[src/rtl/sle_pkg.sv]
// ----------------------------------------------------------------------------
// sle_pkg
// Shared types and constants of the serial line editor.
// ----------------------------------------------------------------------------
package sle_pkg;

	// Size of the line buffer; the usable line is one entry shorter.
	localparam int unsigned LINE_DEPTH = 256;
	localparam int unsigned CAP_RAW    = LINE_DEPTH - 1;
	localparam logic [7:0]  LIMIT_CAP  = (CAP_RAW > 255) ? 8'hFF : CAP_RAW[7:0];

	localparam logic [7:0] CH_CR = 8'h0D;
	localparam logic [7:0] CH_LF = 8'h0A;
	localparam logic [7:0] CH_BS = 8'h08;
	localparam logic [7:0] CH_SP = 8'h20;

	localparam logic [7:0]  MAX_LENGTH_RST    = 8'hFF;
	localparam logic [31:0] TIMEOUT_TICKS_RST = 32'h0;

	typedef enum logic [1:0] {
		KIND_START = 2'd0,
		KIND_BYTE  = 2'd1,
		KIND_TICK  = 2'd2,
		KIND_FAULT = 2'd3
	} kind_t;

	typedef enum logic [1:0] {
		ST_NEWLINE = 2'd0,
		ST_TIMEOUT = 2'd1,
		ST_FULL    = 2'd2,
		ST_ERROR   = 2'd3
	} status_t;

	typedef enum logic {
		REG_MAX_LENGTH    = 1'b0,
		REG_TIMEOUT_TICKS = 1'b1
	} reg_index_t;

	typedef struct packed {
		kind_t       kind;
		logic [7:0]  data_byte;
		logic signed [7:0] fault_code;
	} item_t;

	// One item's results: a single beat, or the three-beat erase sequence.
	typedef struct packed {
		logic        has_result;
		logic        erase_burst;
		logic        echo_valid;
		logic [7:0]  echo_byte;
		logic        store_valid;
		logic [7:0]  store_index;
		logic [7:0]  store_byte;
		logic        line_done;
		logic [7:0]  line_length;
		status_t     end_status;
		logic signed [7:0] end_error;
	} group_t;

endpackage

[src/rtl/sle_line_ctrl.sv]
// ----------------------------------------------------------------------------
// sle_line_ctrl
// Line state, configuration registers and per-item result decode.
// ----------------------------------------------------------------------------
module sle_line_ctrl (
	input  logic           clk,
	input  logic           arst_n,
	input  logic           cfg_we,
	input  logic           cfg_index,
	input  logic [31:0]    cfg_data,
	input  sle_pkg::item_t item,
	input  logic           take,
	output sle_pkg::group_t grp
);
	import sle_pkg::*;

	logic [7:0]  max_length_q;
	logic [31:0] timeout_ticks_q;
	logic        active_q;
	logic [7:0]  count_q;
	logic [31:0] elapsed_q;

	logic        active_d;
	logic [7:0]  count_d;
	logic [31:0] elapsed_d;
	logic [7:0]  limit;
	logic [7:0]  count_inc;
	logic [31:0] elapsed_inc;
	logic [7:0]  fault_fix;

	assign limit       = (max_length_q < LIMIT_CAP) ? max_length_q : LIMIT_CAP;
	assign count_inc   = count_q + 8'd1;
	assign elapsed_inc = (elapsed_q == '1) ? elapsed_q : elapsed_q + 32'd1;
	// non-negative receiver codes are reported as -1
	assign fault_fix   = item.fault_code[7] ? item.fault_code : 8'hFF;

	always_comb begin
		grp       = '0;
		active_d  = active_q;
		count_d   = count_q;
		elapsed_d = elapsed_q;
		unique case (item.kind)
			KIND_START: begin
				count_d   = '0;
				elapsed_d = '0;
				if (limit == 8'd0) begin
					active_d       = 1'b0;
					grp.has_result = 1'b1;
					grp.line_done  = 1'b1;
					grp.end_status = ST_FULL;
				end else begin
					active_d = 1'b1;
				end
			end
			KIND_BYTE: begin
				if (active_q) begin
					if (item.data_byte == CH_CR || item.data_byte == CH_LF) begin
						active_d        = 1'b0;
						grp.has_result  = 1'b1;
						grp.echo_valid  = 1'b1;
						grp.echo_byte   = CH_LF;
						grp.store_valid = 1'b1;
						grp.store_index = count_q;
						grp.line_done   = 1'b1;
						grp.line_length = count_q;
						grp.end_status  = ST_NEWLINE;
					end else if (item.data_byte == CH_BS) begin
						if (count_q != 8'd0) begin
							count_d         = count_q - 8'd1;
							grp.has_result  = 1'b1;
							grp.erase_burst = 1'b1;
							grp.echo_valid  = 1'b1;
							grp.echo_byte   = CH_BS;
						end
					end else begin
						count_d         = count_inc;
						grp.has_result  = 1'b1;
						grp.echo_valid  = 1'b1;
						grp.echo_byte   = item.data_byte;
						grp.store_valid = 1'b1;
						grp.store_index = count_q;
						grp.store_byte  = item.data_byte;
						if (count_inc >= limit) begin
							active_d        = 1'b0;
							grp.line_done   = 1'b1;
							grp.line_length = count_inc;
							grp.end_status  = ST_FULL;
						end
					end
				end
			end
			KIND_TICK: begin
				if (active_q) begin
					elapsed_d = elapsed_inc;
					if (elapsed_inc > timeout_ticks_q) begin
						active_d        = 1'b0;
						grp.has_result  = 1'b1;
						grp.store_valid = 1'b1;
						grp.store_index = count_q;
						grp.line_done   = 1'b1;
						grp.line_length = count_q;
						grp.end_status  = ST_TIMEOUT;
					end
				end
			end
			KIND_FAULT: begin
				if (active_q) begin
					active_d        = 1'b0;
					grp.has_result  = 1'b1;
					grp.echo_valid  = 1'b1;
					grp.echo_byte   = CH_LF;
					grp.store_valid = 1'b1;
					grp.store_index = count_q;
					grp.line_done   = 1'b1;
					grp.line_length = count_q;
					grp.end_status  = ST_ERROR;
					grp.end_error   = fault_fix;
				end
			end
			default: begin
				grp = '0;
			end
		endcase
	end

	always_ff @(posedge clk or negedge arst_n) begin
		if (!arst_n) begin
			max_length_q    <= MAX_LENGTH_RST;
			timeout_ticks_q <= TIMEOUT_TICKS_RST;
		end else if (cfg_we) begin
			unique case (reg_index_t'(cfg_index))
				REG_MAX_LENGTH:    max_length_q    <= cfg_data[7:0];
				REG_TIMEOUT_TICKS: timeout_ticks_q <= cfg_data;
				default:           max_length_q    <= max_length_q;
			endcase
		end
	end

	always_ff @(posedge clk or negedge arst_n) begin
		if (!arst_n) begin
			active_q  <= 1'b0;
			count_q   <= '0;
			elapsed_q <= '0;
		end else if (take) begin
			active_q  <= active_d;
			count_q   <= count_d;
			elapsed_q <= elapsed_d;
		end
	end

endmodule

[src/rtl/serial_line_editor_unit.sv]
// ----------------------------------------------------------------------------
// serial_line_editor_unit
// Serial command line collector with echo and backspace editing.
// ----------------------------------------------------------------------------
// Input channel (in_valid/in_stall): one beat per event: start line, received
// byte, timer tick or read error. Output channel (out_valid/out_stall): one
// beat per result, with echo, buffer store and line end information; last
// marks the final beat caused by an input.
// A beat enters an input register and is decoded against the line state into
// the result register once that register is free. Events with a single result
// or none sustain one beat per cycle while out_stall is low; a backspace that
// erases a character produces three output beats and holds the input until
// the last is taken. Events that produce nothing leave the output untouched.
// When the receiver stalls, the result register holds, then the input
// register fills and in_stall rises; nothing is dropped.
// Reset empties both registers, leaves the block idle (no line open), count
// and tick counter at zero, max_length at 255 and timeout_ticks at zero.
// Configuration writes take effect at once and belong in idle periods.
// ----------------------------------------------------------------------------
module serial_line_editor_unit (
	input  logic        clk,
	input  logic        arst_n,
	input  logic        cfg_we,
	input  logic        cfg_index,
	input  logic [31:0] cfg_data,
	input  logic        in_valid,
	output logic        in_stall,
	input  logic [1:0]  kind,
	input  logic [7:0]  data_byte,
	input  logic signed [7:0] fault_code,
	output logic        out_valid,
	input  logic        out_stall,
	output logic        echo_valid,
	output logic [7:0]  echo_byte,
	output logic        store_valid,
	output logic [7:0]  store_index,
	output logic [7:0]  store_byte,
	output logic        line_done,
	output logic [7:0]  line_length,
	output logic [1:0]  end_status,
	output logic signed [7:0] end_error,
	output logic        last
);
	import sle_pkg::*;

	logic    s1_valid_q;
	item_t   item_s1;
	group_t  grp;
	group_t  out_q;
	logic    out_valid_q;
	logic [1:0] beat_q;
	logic    out_last;
	logic    pop;
	logic    out_free;
	logic    s1_fire;
	logic    in_take;

	assign out_last = !out_q.erase_burst || (beat_q == 2'd2);
	assign pop      = out_valid_q && !out_stall;
	assign out_free = !out_valid_q || (pop && out_last);
	assign s1_fire  = s1_valid_q && out_free;
	assign in_stall = s1_valid_q && !out_free;
	assign in_take  = in_valid && !in_stall;

	always_ff @(posedge clk or negedge arst_n) begin
		if (!arst_n) begin
			s1_valid_q <= 1'b0;
		end else if (in_take) begin
			s1_valid_q <= 1'b1;
		end else if (s1_fire) begin
			s1_valid_q <= 1'b0;
		end
	end

	always_ff @(posedge clk) begin
		if (in_take) begin
			item_s1 <= '{kind: kind_t'(kind), data_byte: data_byte, fault_code: fault_code};
		end
	end

	sle_line_ctrl u_ctrl (
		.clk       (clk),
		.arst_n    (arst_n),
		.cfg_we    (cfg_we),
		.cfg_index (cfg_index),
		.cfg_data  (cfg_data),
		.item      (item_s1),
		.take      (s1_fire),
		.grp       (grp)
	);

	always_ff @(posedge clk or negedge arst_n) begin
		if (!arst_n) begin
			out_valid_q <= 1'b0;
			beat_q      <= '0;
		end else if (s1_fire && grp.has_result) begin
			out_valid_q <= 1'b1;
			beat_q      <= '0;
		end else if (pop) begin
			if (out_last) begin
				out_valid_q <= 1'b0;
			end else begin
				beat_q <= beat_q + 2'd1;
			end
		end
	end

	always_ff @(posedge clk) begin
		if (s1_fire && grp.has_result) begin
			out_q <= grp;
		end
	end

	// erase sequence: BS, space, BS
	assign out_valid   = out_valid_q;
	assign echo_valid  = out_q.echo_valid;
	assign echo_byte   = (out_q.erase_burst && beat_q == 2'd1) ? CH_SP : out_q.echo_byte;
	assign store_valid = out_q.store_valid;
	assign store_index = out_q.store_index;
	assign store_byte  = out_q.store_byte;
	assign line_done   = out_q.line_done;
	assign line_length = out_q.line_length;
	assign end_status  = out_q.end_status;
	assign end_error   = out_q.end_error;
	assign last        = out_last;

	a_stall_needs_item: assert property (@(posedge clk) disable iff (!arst_n)
		in_stall |-> s1_valid_q)
		else $error("input stalled with empty input register");

	a_done_is_last: assert property (@(posedge clk) disable iff (!arst_n)
		out_valid_q && out_q.line_done |-> out_last && !out_q.erase_burst)
		else $error("line end on a non-final beat");

	a_beat_range: assert property (@(posedge clk) disable iff (!arst_n)
		out_valid_q |-> (beat_q == 2'd0 || (out_q.erase_burst && beat_q != 2'd3)))
		else $error("beat counter out of range");

	a_burst_advance: assert property (@(posedge clk) disable iff (!arst_n)
		pop && !out_last |=> out_valid_q && beat_q == $past(beat_q) + 2'd1)
		else $error("erase sequence did not advance");

endmodule
[config.mk]
export PLATFORM = sky130hd
export DESIGN_NAME = serial_line_editor_unit
export DESIGN_NICKNAME = d
export VERILOG_FILES = /design/src/rtl/sle_pkg.sv /design/src/rtl/sle_line_ctrl.sv /design/src/rtl/serial_line_editor_unit.sv
export SDC_FILE = /design/constraint.sdc
export NUM_CORES = 1
export LEC_CHECK = 0
export BUFFER_PORTS_ARGS = -buffer_cell sky130_fd_sc_hd__clkbuf_2
export CORE_ASPECT_RATIO = 1.25
export CORE_MARGIN = 2
export CORE_UTILIZATION = 30
export DETAILED_ROUTE_END_ITERATION = 7
export PLACE_DENSITY = 0.5
export SYNTH_ARGS = -nofsm -noshare
export SYNTH_HDL_FRONTEND = slang
export SYNTH_SLANG_ARGS = --single-unit
export TNS_END_PERCENT = 20
[constraint.sdc]
create_clock -name clk -period 7.9 [get_ports clk]
set_input_delay 0.79 -clock clk [delete_from_list [all_inputs] [get_ports clk]]
set_output_delay 0.79 -clock clk [all_outputs]
set_load 0.005 [all_outputs]
Yosys cells after proc, flatten, opt, wreduce, memory -nomap -nowiden
Cells that the tools add are included.

word-level totals
  input port bits = 56
  bits in registers = 149
  word-level logic and storage cells = 134
  output and inout port bits = 48

cells by class
  magnitude comparators = 3
  mux-type cells = 56
  add/sub/neg operators = 4
  reduce and logical (&&, ||, !) cells = 32
  bitwise logic cells = 4
  equality and inequality tests = 14

operator list
  cell                                                                   count
  32-bit two-way mux                                                     2
  32-bit case mux with 2 select lines                                    1
  8-bit two-way mux                                                      7
  11-bit two-way mux                                                     5
  39-bit two-way mux                                                     1
  18-bit two-way mux                                                     2
  32-bit by 1-bit adder with 32-bit output, second input constant        1
  32-bit equality test, second input constant                            1
  32-bit > comparator                                                    1
  28-bit two-way mux                                                     1
  9-bit two-way mux                                                      3
  9-bit case mux with 3 select lines                                     1
  8-bit by 4-bit equality test with 1-bit output, second input constant  3
  8-bit case mux with 3 select lines                                     1
  1-bit two-way mux                                                      20
  19-bit two-way mux                                                     1
  9-bit case mux with 2 select lines                                     1
  8-bit case mux with 2 select lines                                     1
  1-bit case mux with 4 select lines                                     3
  2-bit AND reduction                                                    5
  2-bit nonzero test                                                     5
  8-bit by 1-bit adder with 8-bit output, second input constant          1
  8-bit greater-or-equal comparator                                      1
  8-bit zero test                                                        1
  other kinds (20)                                                       44

Depth between registers and ports, before layout
  depth after elaboration = 11
  mapped depth = 17
  depth with buffers taken out = 14

Hierarchy
Synthesis repeated with hierarchy kept, for this count alone.

second synthesis, totals
  cells, all modules = 841
  area total of the unflattened synthesis = 8554.5 sq um

by module, submodules not included
  module                   cells an instance  instances  area an instance (sq um)  seq. area each (sq um)
  sle_line_ctrl            710                1          6069.6                    2037.0
  serial_line_editor_unit  131                1          2484.9                    2021.9

Worst setup path after synthesis
No wires, ideal clock.

  path type = reg-to-reg
  from = reg u_ctrl.elapsed_q[0]
  to = reg out_q (netlist bit echo_valid), enable pin
  required time = 7.423 ns
  cell stages (with the launch flop) = 15
  setup time = 0.477 ns
  arrival time = 5.516 ns
  path slack = 1.907 ns
  buffers on the path = 2
  cells stage by stage = dfrtp_1 -> ha_1 -> and2_1 -> and3_1 -> nand4_1 -> clkbuf_1 -> mux2_2 -> ha_1 -> nor2b_1 -> o211ai_1 -> a2111o_1 -> nand3_1 -> a41oi_1 -> buf_2 -> a31oi_1

on the way
  longest elaborated chain between the ends = 7

RTL lines
  element                                                                           line                            text
  from (decl)                                                                       sle_line_ctrl.sv:21             logic [31:0] elapsed_q;
  from (signal assigned)                                                            sle_line_ctrl.sv:147            elapsed_q <= elapsed_d;
  32-bit by 1-bit adder with 32-bit output or 32-bit equality test (tied branches)  sle_line_ctrl.sv:33             assign elapsed_inc = (elapsed_q == '1) ? elapsed_q : elapsed_q + 32'd1;
  32-bit two-way mux (*)                                                            sle_line_ctrl.sv:33
  32-bit > comparator (*)                                                           sle_line_ctrl.sv:95             if (elapsed_inc > timeout_ticks_q) begin
  1-bit two-way mux (*)                                                             sle_line_ctrl.sv:95
  1-bit two-way mux (*)                                                             sle_line_ctrl.sv:93             if (active_q) begin
  1-bit case mux with 4 select lines (*)                                            sle_line_ctrl.sv:42             unique case (item.kind)
  1-bit logical AND (*)                                                             serial_line_editor_unit.sv:109  if (s1_fire && grp.has_result) begin
  to (signal assigned)                                                              serial_line_editor_unit.sv:110  out_q <= grp;
  to (decl)                                                                         serial_line_editor_unit.sv:49   group_t out_q;

Mark *: on every way between the ends. The rest lies on a longest branch, timed or not.
A chain may end at the register's enable or synchronous reset.

Worst setup path in the final report
  from = reg u_ctrl.elapsed_q[3]
  to = reg out_q (netlist bit end_error[1]), enable pin

Same word-level chain as after synthesis.

==> impl_metrics.yaml <==
setup_path:
  timing.rr.start: "u_ctrl.elapsed_q[3]$_DFFE_PN0P_"
  crit_start: "u_ctrl.elapsed_q[3]$_DFFE_PN0P_"
  cp-end-kind: "flip-flop"
  r2r_end: "end_error[1]$_SDFFCE_PN0P_"
  crit_arrival_ns: 4.88
  worstPathRequired_ns: 7.97
  r2r_slack_ns: 3.08
  path_class: "reg -> reg"
  reg2reg_depth: 15
  cp_max_fo: 45
  crit_path_start_kind: "flip-flop"
hold_path:
  hp-class: "in -> async"
clock_network:
  cts.path.max_buffers: 2
  clk_pin_slew_ns: 0.07
  cts.repair.resized: 0
  tritoncts: "yes"
  htreeDepth: 4
  cts_root_buffer: "clkbuf_16"
  numCtsBuffers: 17
  clk_latency_ns: 0.43
  post_cts_buffers: 0
  holdBufCountCts: 0
  cts_sinks: 149
power_and_ir_drop:
  combPwrFrac: 0.190
  intPower_mw: 1.54
  p_sw_frac: 0.304
  powerDensity_mw_per_mm2: 224
  seqPwrFrac: 0.448
  switchingPower_uw: 674
  peakVddDrop_mv: 0.144
  p_total_mw: 2.21
  p_leak_nw: 4.20
  clkPwrFrac: 0.362
sta:
  hold_viol: 0
  post-route-period-util: 0.610
  relSlewSlack: 0.239
  setup_violations: 0
  clock.fmax_mhz: 208
  min_period_ns: 4.82
  fin_skew_ns: 0.00953
  worst_pin_slew_ns: 1.14
  report.final.slew_viol_count: 0
  setup_tns_ns: 0
  rsz0062_at_grt: "false"
die:
  core_area_mm2: 0.0285
  die-area_mm2: 0.0304
  ios: 104
  die_h_um: 195
  rows: 69
  start_util: 0.306
  die_w_um: 156
global_routing:
  first_global_vias: 6164
  antenna_found_initial: 0
  track_usage: 0.137
  grt_first_pass_wirelength_um: 32900
  grt_max_degree: 58
  globalRouteOverflowTotal: 0
job:
  drv_cap: 0
finish:
  drive_gt1_frac: 0.218
  utilization: 0.346
  layout_commonest_cell: "clkbuf_2"
  nets: 1009
  areaGrowthSynthToFinish_pct: 13.3
  layout_common_cells: "102 x clkbuf_2, 77 x dfrtp_1, 66 x inv_1"
  fin_cells: 1271
  antennaDiodeCount: 0
routing:
  ant_nets: 0
  post-route-drc-count: 0
  vias_per_cell: 5.01
  routedWlPerCell_um: 16.0
  first_pass_iters: 5
  drtIter0Drc: 255
  dr_total_vias: 6362
  routed_wl_um: 20400
logic_synthesis:
  async_flop_share: 0.570
  yosysUniqueCellTypes: 68
  avgSynthCellArea_um2: 10.2
  synth_area_mm2: 0.00871
  synth_edf_count: 64
  synth-seq-cells: 149
  synth.yosys.warnings: 0
  synth-seq-area-share: 0.466
  synth-main-ff-cell: "dfrtp_1"
  syn_nets: 957
  syn_inst: 851
place:
  numPlacedInstances: 1239
  detailed_place_hpwl_um: 14900
  port_buffers: 103
  gp_routability_congestion: 0.826
status:
  status: "finished, final reports clean"
==> power by group through the flow <==
stage	logic, mW	registers [mW]	clock network, mW
floorplan	0.323	0.979	0
global placement	0.425	1.01	0
detailed placement	0.426	1.01	0
CTS	0.430	0.994	0.825
global route	0.479	1.00	0.853
finish	0.420	0.992	0.801
==> worst max path at each step <==
stage	end	cells after the start
6_report	end_error[1]$_SDFFCE_PN0P_	15
5_1_grt	end_error[3]$_SDFFCE_PN0P_	15
4_1_cts	store_index[4]$_DFFE_PP_	15
3_5_place_dp	end_error[5]$_SDFFCE_PN0P_	15
3_3_place_gp	end_error[0]$_SDFFCE_PN0P_	14
2_1_floorplan	echo_valid$_DFFE_PP_	14
==> flip-flops by register name (all words and copies together) (netlist names), 2 cells and up <==
signal	cells
u_ctrl.elapsed_q	32
store_byte	8
store_index	8
beat_q	2
end_status	2
u_ctrl.timeout_ticks_q	32
u_ctrl.max_length_q	8
out_q	9
end_error	8
u_ctrl.count_q	8
line_length	8
item_s1	18
==> through the flow <==
step           area [um^2]  setup WS (ns)  hold slack [ns]
6_report              9870           3.08            0.278
5_1_grt               9870           2.64            0.302
4_1_cts               9870           3.07            0.289
3_5_place_dp          9290           3.10            0.493
3_3_place_gp          9290           3.22            0.491
2_1_floorplan         8710           1.91            0.473
==> cell families after synthesis <==
logic type	after synthesis	share of synthesized area
AO/OA/AOI/OAI	191	0.139
XOR/XNOR	40	0.0402
adder cells (fa/ha/maj)	50	0.0718
buffers and inverters	141	0.0786
flip-flops	149	0.466
multiplexers	35	0.0451
AND/OR/NAND/NOR	245	0.160
==> layout make-up <==
cell class	instances	area, um^2
Sequential cell	149	4060
Clock inverter	15	149
Clock buffer	17	425
Timing Repair Buffer	108	556
Inverter	66	248
Tap cell	355	444
Multi-Input combinational cell	561	3990
Fill cell	2894	18600
==> worst max-delay path, cell delays in order (launching register included) <==
cell and delay, ns:
dfrtp_1 0.46, nand3_1 0.16, nor4_2 0.53, nand4_1 0.61, and2_1 0.44, nand2_1 0.12, xnor2_1 0.13, ha_1 0.27
nand4_1 0.18, nor4_1 0.11, a21o_1 0.18, a21oi_1 0.27, a41oi_1 0.08, buf_4 0.24, a31oi_4 0.15, buf_4 0.49
==> metal layers <==
layer	track usage	vias up	part of all wire
li1	-	3165	-
met1	0.173	3044	0.44
met2	0.236	136	0.51
met3	0.0288	17	0.040
met4	0.0401	0	0.012
met5	0	-	0
==> Yosys cell counts, types with 7 or more instances <==
library cell	number	share of area
dfrtp_1	77	0.22
clkbuf_1	24	0.010
xnor2_1	36	0.036
nand4_1	16	0.011
and3_1	29	0.021
edfxtp_1	64	0.22
inv_1	66	0.028
buf_4	36	0.031
o31ai_1	15	0.013
nand3_1	28	0.016
buf_2	10	0.0057
nand2b_1	7	0.0050
and2_1	20	0.014
a31oi_1	18	0.013
nand2_1	65	0.028
or3_1	8	0.0057
nor2_1	21	0.0090
o21ai_0	54	0.031
a21oi_1	59	0.034
mux2_2	34	0.044
dfstp_2	8	0.024
ha_1	50	0.072
nor3_1	14	0.0080
Note: power is estimated with default switching activity, not from simulation.
